<file path="src/design/fbpa_pkg.sv">
// Shared types and constants for the fixed block pool allocator.
`timescale 1ns / 1ps

package fbpa_pkg;

   localparam int ADDR_W   = 32;
   localparam int CMD_W    = 2;
   localparam int STATUS_W = 2;
   localparam int CNT_W    = 11;
   localparam int BSIZE_W  = 21;
   localparam int CSR_IDX_W = 2;
   localparam int CSR_DATA_W = 32;

   // Request command codes
   localparam logic [CMD_W-1:0] CMD_ALLOC = 2'd0;
   localparam logic [CMD_W-1:0] CMD_FREE  = 2'd1;
   localparam logic [CMD_W-1:0] CMD_INIT  = 2'd2;
   localparam logic [CMD_W-1:0] CMD_NOP   = 2'd3;

   // Response status codes
   localparam logic [STATUS_W-1:0] STATUS_OK    = 2'd0;
   localparam logic [STATUS_W-1:0] STATUS_EMPTY = 2'd1;
   localparam logic [STATUS_W-1:0] STATUS_FULL  = 2'd2;

   // Register indexes
   localparam logic [CSR_IDX_W-1:0] CSR_BASE_ADDRESS = 2'd0;
   localparam logic [CSR_IDX_W-1:0] CSR_BLOCK_BYTES  = 2'd1;
   localparam logic [CSR_IDX_W-1:0] CSR_NUM_BLOCKS   = 2'd2;

   // Register reset values
   localparam logic [ADDR_W-1:0]  RST_BASE_ADDRESS = 32'd0;
   localparam logic [BSIZE_W-1:0] RST_BLOCK_BYTES  = 21'd64;
   localparam logic [CNT_W-1:0]   RST_NUM_BLOCKS   = 11'd0;

   typedef enum logic [1:0] {
      OP_ALLOC,
      OP_FREE,
      OP_INIT,
      OP_NOP
   } op_type;

   typedef struct packed {
      op_type            op;
      logic [ADDR_W-1:0] address;
   } queue_entry_type;

   typedef struct packed {
      logic [ADDR_W-1:0]  base_address;
      logic [BSIZE_W-1:0] block_bytes;
      logic [CNT_W-1:0]   num_blocks;
   } csr_type;

   function automatic op_type decode_cmd(input logic [CMD_W-1:0] cmd);
      op_type op;
      case (cmd)
         CMD_ALLOC: op = OP_ALLOC;
         CMD_FREE:  op = OP_FREE;
         CMD_INIT:  op = OP_INIT;
         default:   op = OP_NOP;
      endcase
      return op;
   endfunction

endpackage

</file>
<file path="src/design/fbpa_front.sv">
// Request front end: decodes commands and buffers them in a two-entry queue.
`timescale 1ns / 1ps

module fbpa_front (
   input  logic                               clock,
   input  logic                               reset,
   input  logic                               req_valid,
   output logic                               req_ready,
   input  logic [fbpa_pkg::CMD_W-1:0]         req_cmd,
   input  logic [fbpa_pkg::ADDR_W-1:0]        req_address,
   output logic                               q_valid,
   output fbpa_pkg::queue_entry_type          q_entry,
   input  logic                               q_pop
);

   fbpa_pkg::queue_entry_type entry_ff [2];
   logic       wr_ptr_ff, wr_ptr_in;
   logic       rd_ptr_ff, rd_ptr_in;
   logic [1:0] count_ff, count_in;
   logic       push;
   logic       pop;

   assign req_ready = (count_ff != 2'd2);
   assign push      = req_valid && req_ready;
   assign q_valid   = (count_ff != 2'd0);
   assign pop       = q_pop && q_valid;
   assign q_entry   = entry_ff[rd_ptr_ff];

   always_comb begin
      wr_ptr_in = push ? ~wr_ptr_ff : wr_ptr_ff;
      rd_ptr_in = pop ? ~rd_ptr_ff : rd_ptr_ff;
      count_in  = count_ff;
      if (push && !pop) begin
         count_in = count_ff + 2'd1;
      end else if (pop && !push) begin
         count_in = count_ff - 2'd1;
      end
   end

   always_ff @(posedge clock) begin
      if (reset) begin
         wr_ptr_ff <= 1'b0;
         rd_ptr_ff <= 1'b0;
         count_ff  <= 2'd0;
      end else begin
         wr_ptr_ff <= wr_ptr_in;
         rd_ptr_ff <= rd_ptr_in;
         count_ff  <= count_in;
      end
      if (push) begin
         entry_ff[wr_ptr_ff].op      <= fbpa_pkg::decode_cmd(req_cmd);
         entry_ff[wr_ptr_ff].address <= req_address;
      end
   end

endmodule

</file>
<file path="config.mk">
export PLATFORM = sky130hd
export DESIGN_NAME = fbpa_front
export DESIGN_NICKNAME = d
export VERILOG_FILES = /design/src/design/fbpa_pkg.sv /design/src/design/fbpa_front.sv
export SDC_FILE = /design/constraint.sdc
export NUM_CORES = 1
export LEC_CHECK = 0
export BUFFER_PORTS_ARGS = -buffer_cell sky130_fd_sc_hd__buf_4
export CAP_MARGIN = 25
export CELL_PAD_IN_SITES_DETAIL_PLACEMENT = 0
export CELL_PAD_IN_SITES_GLOBAL_PLACEMENT = 1
export CORE_MARGIN = 2
export CORE_UTILIZATION = 39
export DETAILED_ROUTE_END_ITERATION = 8
export PLACE_DENSITY_LB_ADDON = 0.12
export REMOVE_ABC_BUFFERS = 1
export SYNTH_ARGS = -nofsm -noshare
export SYNTH_HDL_FRONTEND = slang
export SYNTH_SLANG_ARGS = --single-unit
</file>
<file path="constraint.sdc">
create_clock -name clock -period 1.8 [get_ports clock]
set_input_delay 0.09 -clock clock [delete_from_list [all_inputs] [get_ports clock]]
set_output_delay 0.09 -clock clock [all_outputs]
set_load 0.005 [all_outputs]
</file>
==> results of run 1 <==
-- Yosys cell counts, drive strengths merged --
cell type  instances  share of area
ha                 1         0.0047
nor2               3         0.0042
dfxtp              5          0.037
mux2              34           0.14
or2                1         0.0023
nand3b             1         0.0028
nand2b             1         0.0023
and2               1         0.0023
buf                4          0.010
xor2               3         0.0098
o21ai              2         0.0037
and3               1         0.0023
edfxtp            68           0.76
inv                1         0.0014
a21bo              1         0.0037
or3                1         0.0023
a21oi              2         0.0037
clkbuf             2         0.0028
-- layout by cell type, fill, tap and decap left out, types with 2 or more instances in the layout --
cell type,instances
mux2_2,34
nor2_1,3
a21oi_1,2
buf_12,3
clkinv_2,2
xor2_1,3
buf_4,74
edfxtp_1,68
dfxtp_1,4
clkbuf_8,9
dlygate4sd3_1,35
o21ai_0,2
-- layer usage --
metal / track usage / vias up
li1: - / 739
met3: 0.0370 / 6
met1: 0.147 / 739
met4: 0.0810 / 0
met2: 0.228 / 41
met5: 0 / -
-- state kept, by name (all words and copies together), names as in the netlist, named ones only --
| name | flops |
|---|---|
| count_ff | 2 |
| entry_ff | 68 |
| rd_ptr_ff | 1 |
| wr_ptr_ff | 1 |
-- cells by family (layout without fill, tap and decap cells) --
family / count (synthesis) / count (layout)
and+or+nand+nor: 9 / 9
DFF: 73 / 73
buffers and inverters: 7 / 129
adders and majority gates: 1 / 1
muxes: 34 / 34
AOI/OAI and AO/OA: 5 / 5
xor gates and xnor gates: 3 / 3
-- path summary, 6_finish.rpt --
| path | start | endpoint | slack [ns] | cells past startpoint |
|---|---|---|---|---|
| setup / recovery | count_ff[0] | count_ff[1] | 0.10 | 5 |
| hold / removal | req_valid | wr_ptr_ff | 0.08 | 3 |
| setup reg to reg | count_ff[0] | count_ff[1] | 0.10 | 5 |
| hold reg to reg | rd_ptr_ff | rd_ptr_ff | 0.51 | 2 |
-- final cells by class --
| type | count | area (um^2) | share of cell area |
|---|---|---|---|
| clock buffer | 9 | 124 | 0.0317 |
| clock inverter | 7 | 68.8 | 0.0176 |
| inverter | 1 | 3.75 | 0.000960 |
| multi-input combinational | 52 | 503 | 0.129 |
| sequential | 73 | 2140 | 0.548 |
| tap | 80 | 100 | 0.0256 |
| timing repair buffer | 112 | 966 | 0.247 |
-- what timing repair did --
action                    in CTS  in global routing
hold endpoints to repair      73                  0
hold buffers                  35                  0
setup buffers                  0                  0
-- per-stage QoR --
step	cells	power (mW)	hold WS, ns
5_1_grt	334	5.00	0.0836
3_5_place_dp	283	3.52	0.278
4_1_cts	334	4.80	0.0559
2_1_floorplan	126	2.83	0.159
3_3_place_gp	283	3.48	0.275
6_report	334	4.73	0.0752
-- power by group --
part | switching [mW] | internal (mW) | leakage [nW] | total, mW
Sequential | 0.103 | 2.12 | 0.677 | 2.23
Clock | 0.580 | 0.637 | 0.0970 | 1.22
Combinational | 0.499 | 0.789 | 0.712 | 1.29
-- worst max-delay path, delay by kind of cell (launching register included) --
kind                       cells  cell delay, ns
adders and majority gates      1            0.33
and+or+nand+nor                3            0.80
AOI/OAI and AO/OA              1            0.15
DFF                            1            0.36
==> qor.yml, run 1 <==
die_w_um: 86.9
slew_headroom: 0.772
hold_class: "primary input to register"
final_cell_area_um2: 3910
rsz0062_at_grt: "no"
status: "finished clean"
end_kind: "register"
cts_tree: "done"
period_share: 0.942
fillers: 550
crit_required_ns: 2.06
dp_slack_ns: 0.125
drc_errors: 0
path_cells: "nand2b_1 > and2_1 > ha_1 > or3_1 > a21oi_1"
dieArea_um2: 7560
dr.pass1.iters: 3
portBuffers: 73
fmax_ghz: 0.590
ys_warn_count: 0
drive_above_1_share: 0.512
areaGrowthSynthToFinish_pct: 45.7
synth_top_family_by_area: "multiplexers"
final_core_util: 0.582
top_layer_used: "met4"
nNetsFinal: 288
globalRouteTotalUtil: 0.133
die-height_um: 86.9
grt_pass1_vias: 1602
h-tree-depth: 3
period_needed_ns: 1.70
synthMuxAreaShare: 0.143
cellPowerDensity_nw_per_um2: 1210
synth_fa_ha_area_frac: 0.00466
synth_seq_cells: 73
critPathSlowestCell: "dfxtp_1"
cts_buffers: 9
synth_compound_area_frac: 0.0112
wl_per_cell_um: 14.2
io_pins: 74
ant_nets: 0
synth.yosys.seq_area_share: 0.799
core_area_um2: 6720
met3_length_um: 248
antenna_found_initial: 0
rows: 30
cts_buffer_depth: 2
drt_iter0_drc: 47
wl_met2_um: 2590
start_util: 0.399
hpwl_um: 3180
grt_max_degree: 30
drt-total-wl_um: 4730
clkTransAtPathRegs_ns: 0.07
avgSynthCellArea_um2: 20.3
synthCells: 132
cts-root-buf: "clkbuf_8"
place.gp.congestion: 0.635
worst_slack_ns: 0.104
maxCapViolCount: 0
finalSetupViolations: 0
cp-start-kind: "register"
path_class: "register to register"
wl_met1_um: 1840
ys_types: 19
grt_pass1_wl_um: 7380
syn_area_um2: 2680
viasPerCell: 4.57
setup_tns_ns: 0
worst_pin_slew_ns: 0.338
skew_ns: 0.00791
drv_slew: 0
vias: 1525
grt_overflow: 0
clk-insertion-delay-late_ns: 0.33
dpl_cell_area_um2: 3370
p_leak_nw: 1.49
antenna_cells: 0
synth-simple-area-share: 0.0187
cts_resized: 0
worstPathArrival_ns: 1.96
critPathMaxStageDelay_ns: 0.36
finalHoldViolations: 0
crit_fanout: 5
cts.sinks: 73
synth_xor_area_frac: 0.00979
ir_worst_vdd_mv: 0.615
(Power assumes the default switching activity.)
==> inputs of run 2 (changes only) <==
CELL_PAD_IN_SITES_DETAIL_PLACEMENT = 1   (was 0)
==> qor.yml, run 2 (same netlist as run 1, synthesis figures left out) <==
crit_required_ns: 2.06  # about the same
r2r_slack_ns: 0.12  # +0.02 ns
viasPerCell: 4.70  # +3.0%
end_kind: "register"
worst_hold_slack_ns: 0.0564  # -0.0188 ns
areaGrowthSynthToFinish_pct: 46.4
nNetsFinal: 288  # unchanged
path_cells: "nand2b_1 > and2_1 > ha_1 > or3_1 > a21oi_1"
status: "finished clean"
cts_buffer_depth: 2  # unchanged
cts.sinks: 73  # unchanged
critPathMaxStageDelay_ns: 0.36  # about the same
critPathSlowestCell: "or3_1"
grt_max_degree: 30  # unchanged
grt_pass1_wl_um: 8110  # +9.9%
fmax_ghz: 0.597  # +1.2%
cts_tree: "done"
min-delay-start: "req_valid"
slew_headroom: 0.790  # +0.0179
drive_above_1_share: 0.512  # unchanged
ir_worst_vdd_mv: 0.557  # -9.5%
p_leak_nw: 1.50  # +0.61%
mostFrequentLayoutCells: "74 x buf_4, 68 x edfxtp_1, 35 x dlygate4sd3_1, 34 x mux2_2, 9 x clkbuf_8"
clkTransAtPathRegs_ns: 0.07  # about the same
place.gp.congestion: 0.635  # unchanged
drv_slew: 0  # unchanged
top_regs: "entry_ff x68, count_ff x2"
h-tree-depth: 3  # unchanged
portBuffers: 73  # unchanged
min_delay_path_depth: 3  # unchanged
setup_tns_ns: 0  # unchanged
drc_errors: 0  # unchanged
period_needed_ns: 1.68  # -0.0205 ns
maxCapViolCount: 0  # unchanged
largest_reg_flops: 68  # unchanged
whs_endpoint: "wr_ptr_ff"
vias: 1570  # +3.0%
grt_overflow: 0  # unchanged
path_class: "register to register"
hold_class: "primary input to register"
final_cell_area_um2: 3930  # +0.45%
cp-start-kind: "register"
crit_fanout: 5  # unchanged
finalSetupViolations: 0  # unchanged
die_w_um: 86.9  # unchanged
regMostFlops: "entry_ff"
drt-total-wl_um: 5120  # +8.2%
crit_buf_inv: 0  # unchanged
r2r_start: "count_ff[0]"
cts_resized: 0  # unchanged
stdcell_count: 334  # unchanged
critical_path.top_delay_family: "simple AND/OR/NAND/NOR gates"
clk-insertion-delay-late_ns: 0.34  # about the same
worst_pin_slew_ns: 0.311  # -0.0266 ns
skew_ns: 0.00883  # +0.000915 ns
reg2reg_depth: 5  # unchanged
ant_nets: 0  # unchanged
place_inst: 283  # unchanged
worst_slack_ns: 0.125  # +0.0205 ns
cts-root-buf: "clkbuf_8"
antenna_found_initial: 0  # unchanged
worstPathArrival_ns: 1.94  # -0.02 ns
period_share: 0.931  # -0.0114
r2r-end: "count_ff[1]"
hpwl_um: 3350  # +5.2%
cellPowerDensity_nw_per_um2: 1240  # +2.5%
antenna_cells: 0  # unchanged
rsz0062_at_grt: "no"
core_area_um2: 6720  # unchanged
final_common_cell: "buf_4"
cts_buffers: 9  # unchanged
dr.pass1.iters: 4  # +1
io_pins: 74  # unchanged
finalHoldViolations: 0  # unchanged
dp_slack_ns: 0.129  # +0.00428 ns
grt_pass1_vias: 1742  # +8.7%
globalRouteTotalUtil: 0.146  # +0.0130
rows: 30  # unchanged
die-height_um: 86.9  # unchanged
dpl_cell_area_um2: 3370  # unchanged
wl_per_cell_um: 15.3  # +8.2%
dieArea_um2: 7560  # unchanged
start_util: 0.399  # unchanged
drt_iter0_drc: 70  # +49%
fillers: 628  # +14%
## run 2: changes by cell type in the layout (fill, tap and decap cells not counted)
cell | previous run | this run
clkbuf_1 | 0 | 1
inv_6 | 1 | 0
clkinv_1 | 1 | 0
clkinv_4 | 1 | 0
bufinv_16 | 1 | 2
clkinv_2 | 2 | 3
## run 2: area by class of cell
cell class              instances  area [um^2]  share of cell area
multi-input cells              52          503               0.128
well taps                      80          100              0.0255
repair buffers                112          966               0.246
clock buffers                  10          128              0.0325
clock inverters                 6         82.6              0.0210
flip-flops and latches         73         2140               0.546
inverters                       1         3.75            0.000956
## run 2: metal layers
metal,global-route usage,share of wire
met5,0,0
met4,0.0795,0.021
met3,0.0398,0.044
met2,0.262,0.55
met1,0.155,0.38
## run 2: worst max path at each step
| stage | startpoint | endpoint | slack, ns | cells past startpoint |
|---|---|---|---|---|
| 3_5_place_dp | count_ff[0] | count_ff[1] | 0.13 | 5 |
| 4_1_cts | register | q_entry[11] | 0.09 | 3 |
| 5_1_grt | count_ff[0] | count_ff[1] | 0.02 | 6 |
| 6_report | count_ff[0] | count_ff[1] | 0.12 | 5 |
| 2_1_floorplan | count_ff[0] | entry_ff[1][0] | -0.07 | 2 |
| 3_3_place_gp | count_ff[0] | count_ff[1] | 0.24 | 5 |
## run 2: worst reg2reg max path: stages (launching register included)
cell and delay (ns):
dfxtp_1 0.35, nand2b_1 0.22, and2_1 0.20, ha_1 0.33, or3_1 0.36, a21oi_1 0.15
## run 2: metrics by stage
stage / power (mW) / util
floorplan: 2.83 / -
CTS: 4.95 / 0.584
global route: 5.12 / 0.584
global placement: 3.48 / 0.501
detailed placement: 3.54 / 0.501
finish: 4.87 / 0.584
## run 2: timing repair
item / CTS / global route
hold buffers: 35 / 0
endpoints found under the hold margin: 73 / 0
setup endpoints to repair: 0 / 0
buffers inserted: 0 / 0
## run 2: where the power goes
group	internal [mW]	switching [mW]
sequential	2.12	0.105
combinational	0.790	0.515
clock	0.773	0.564
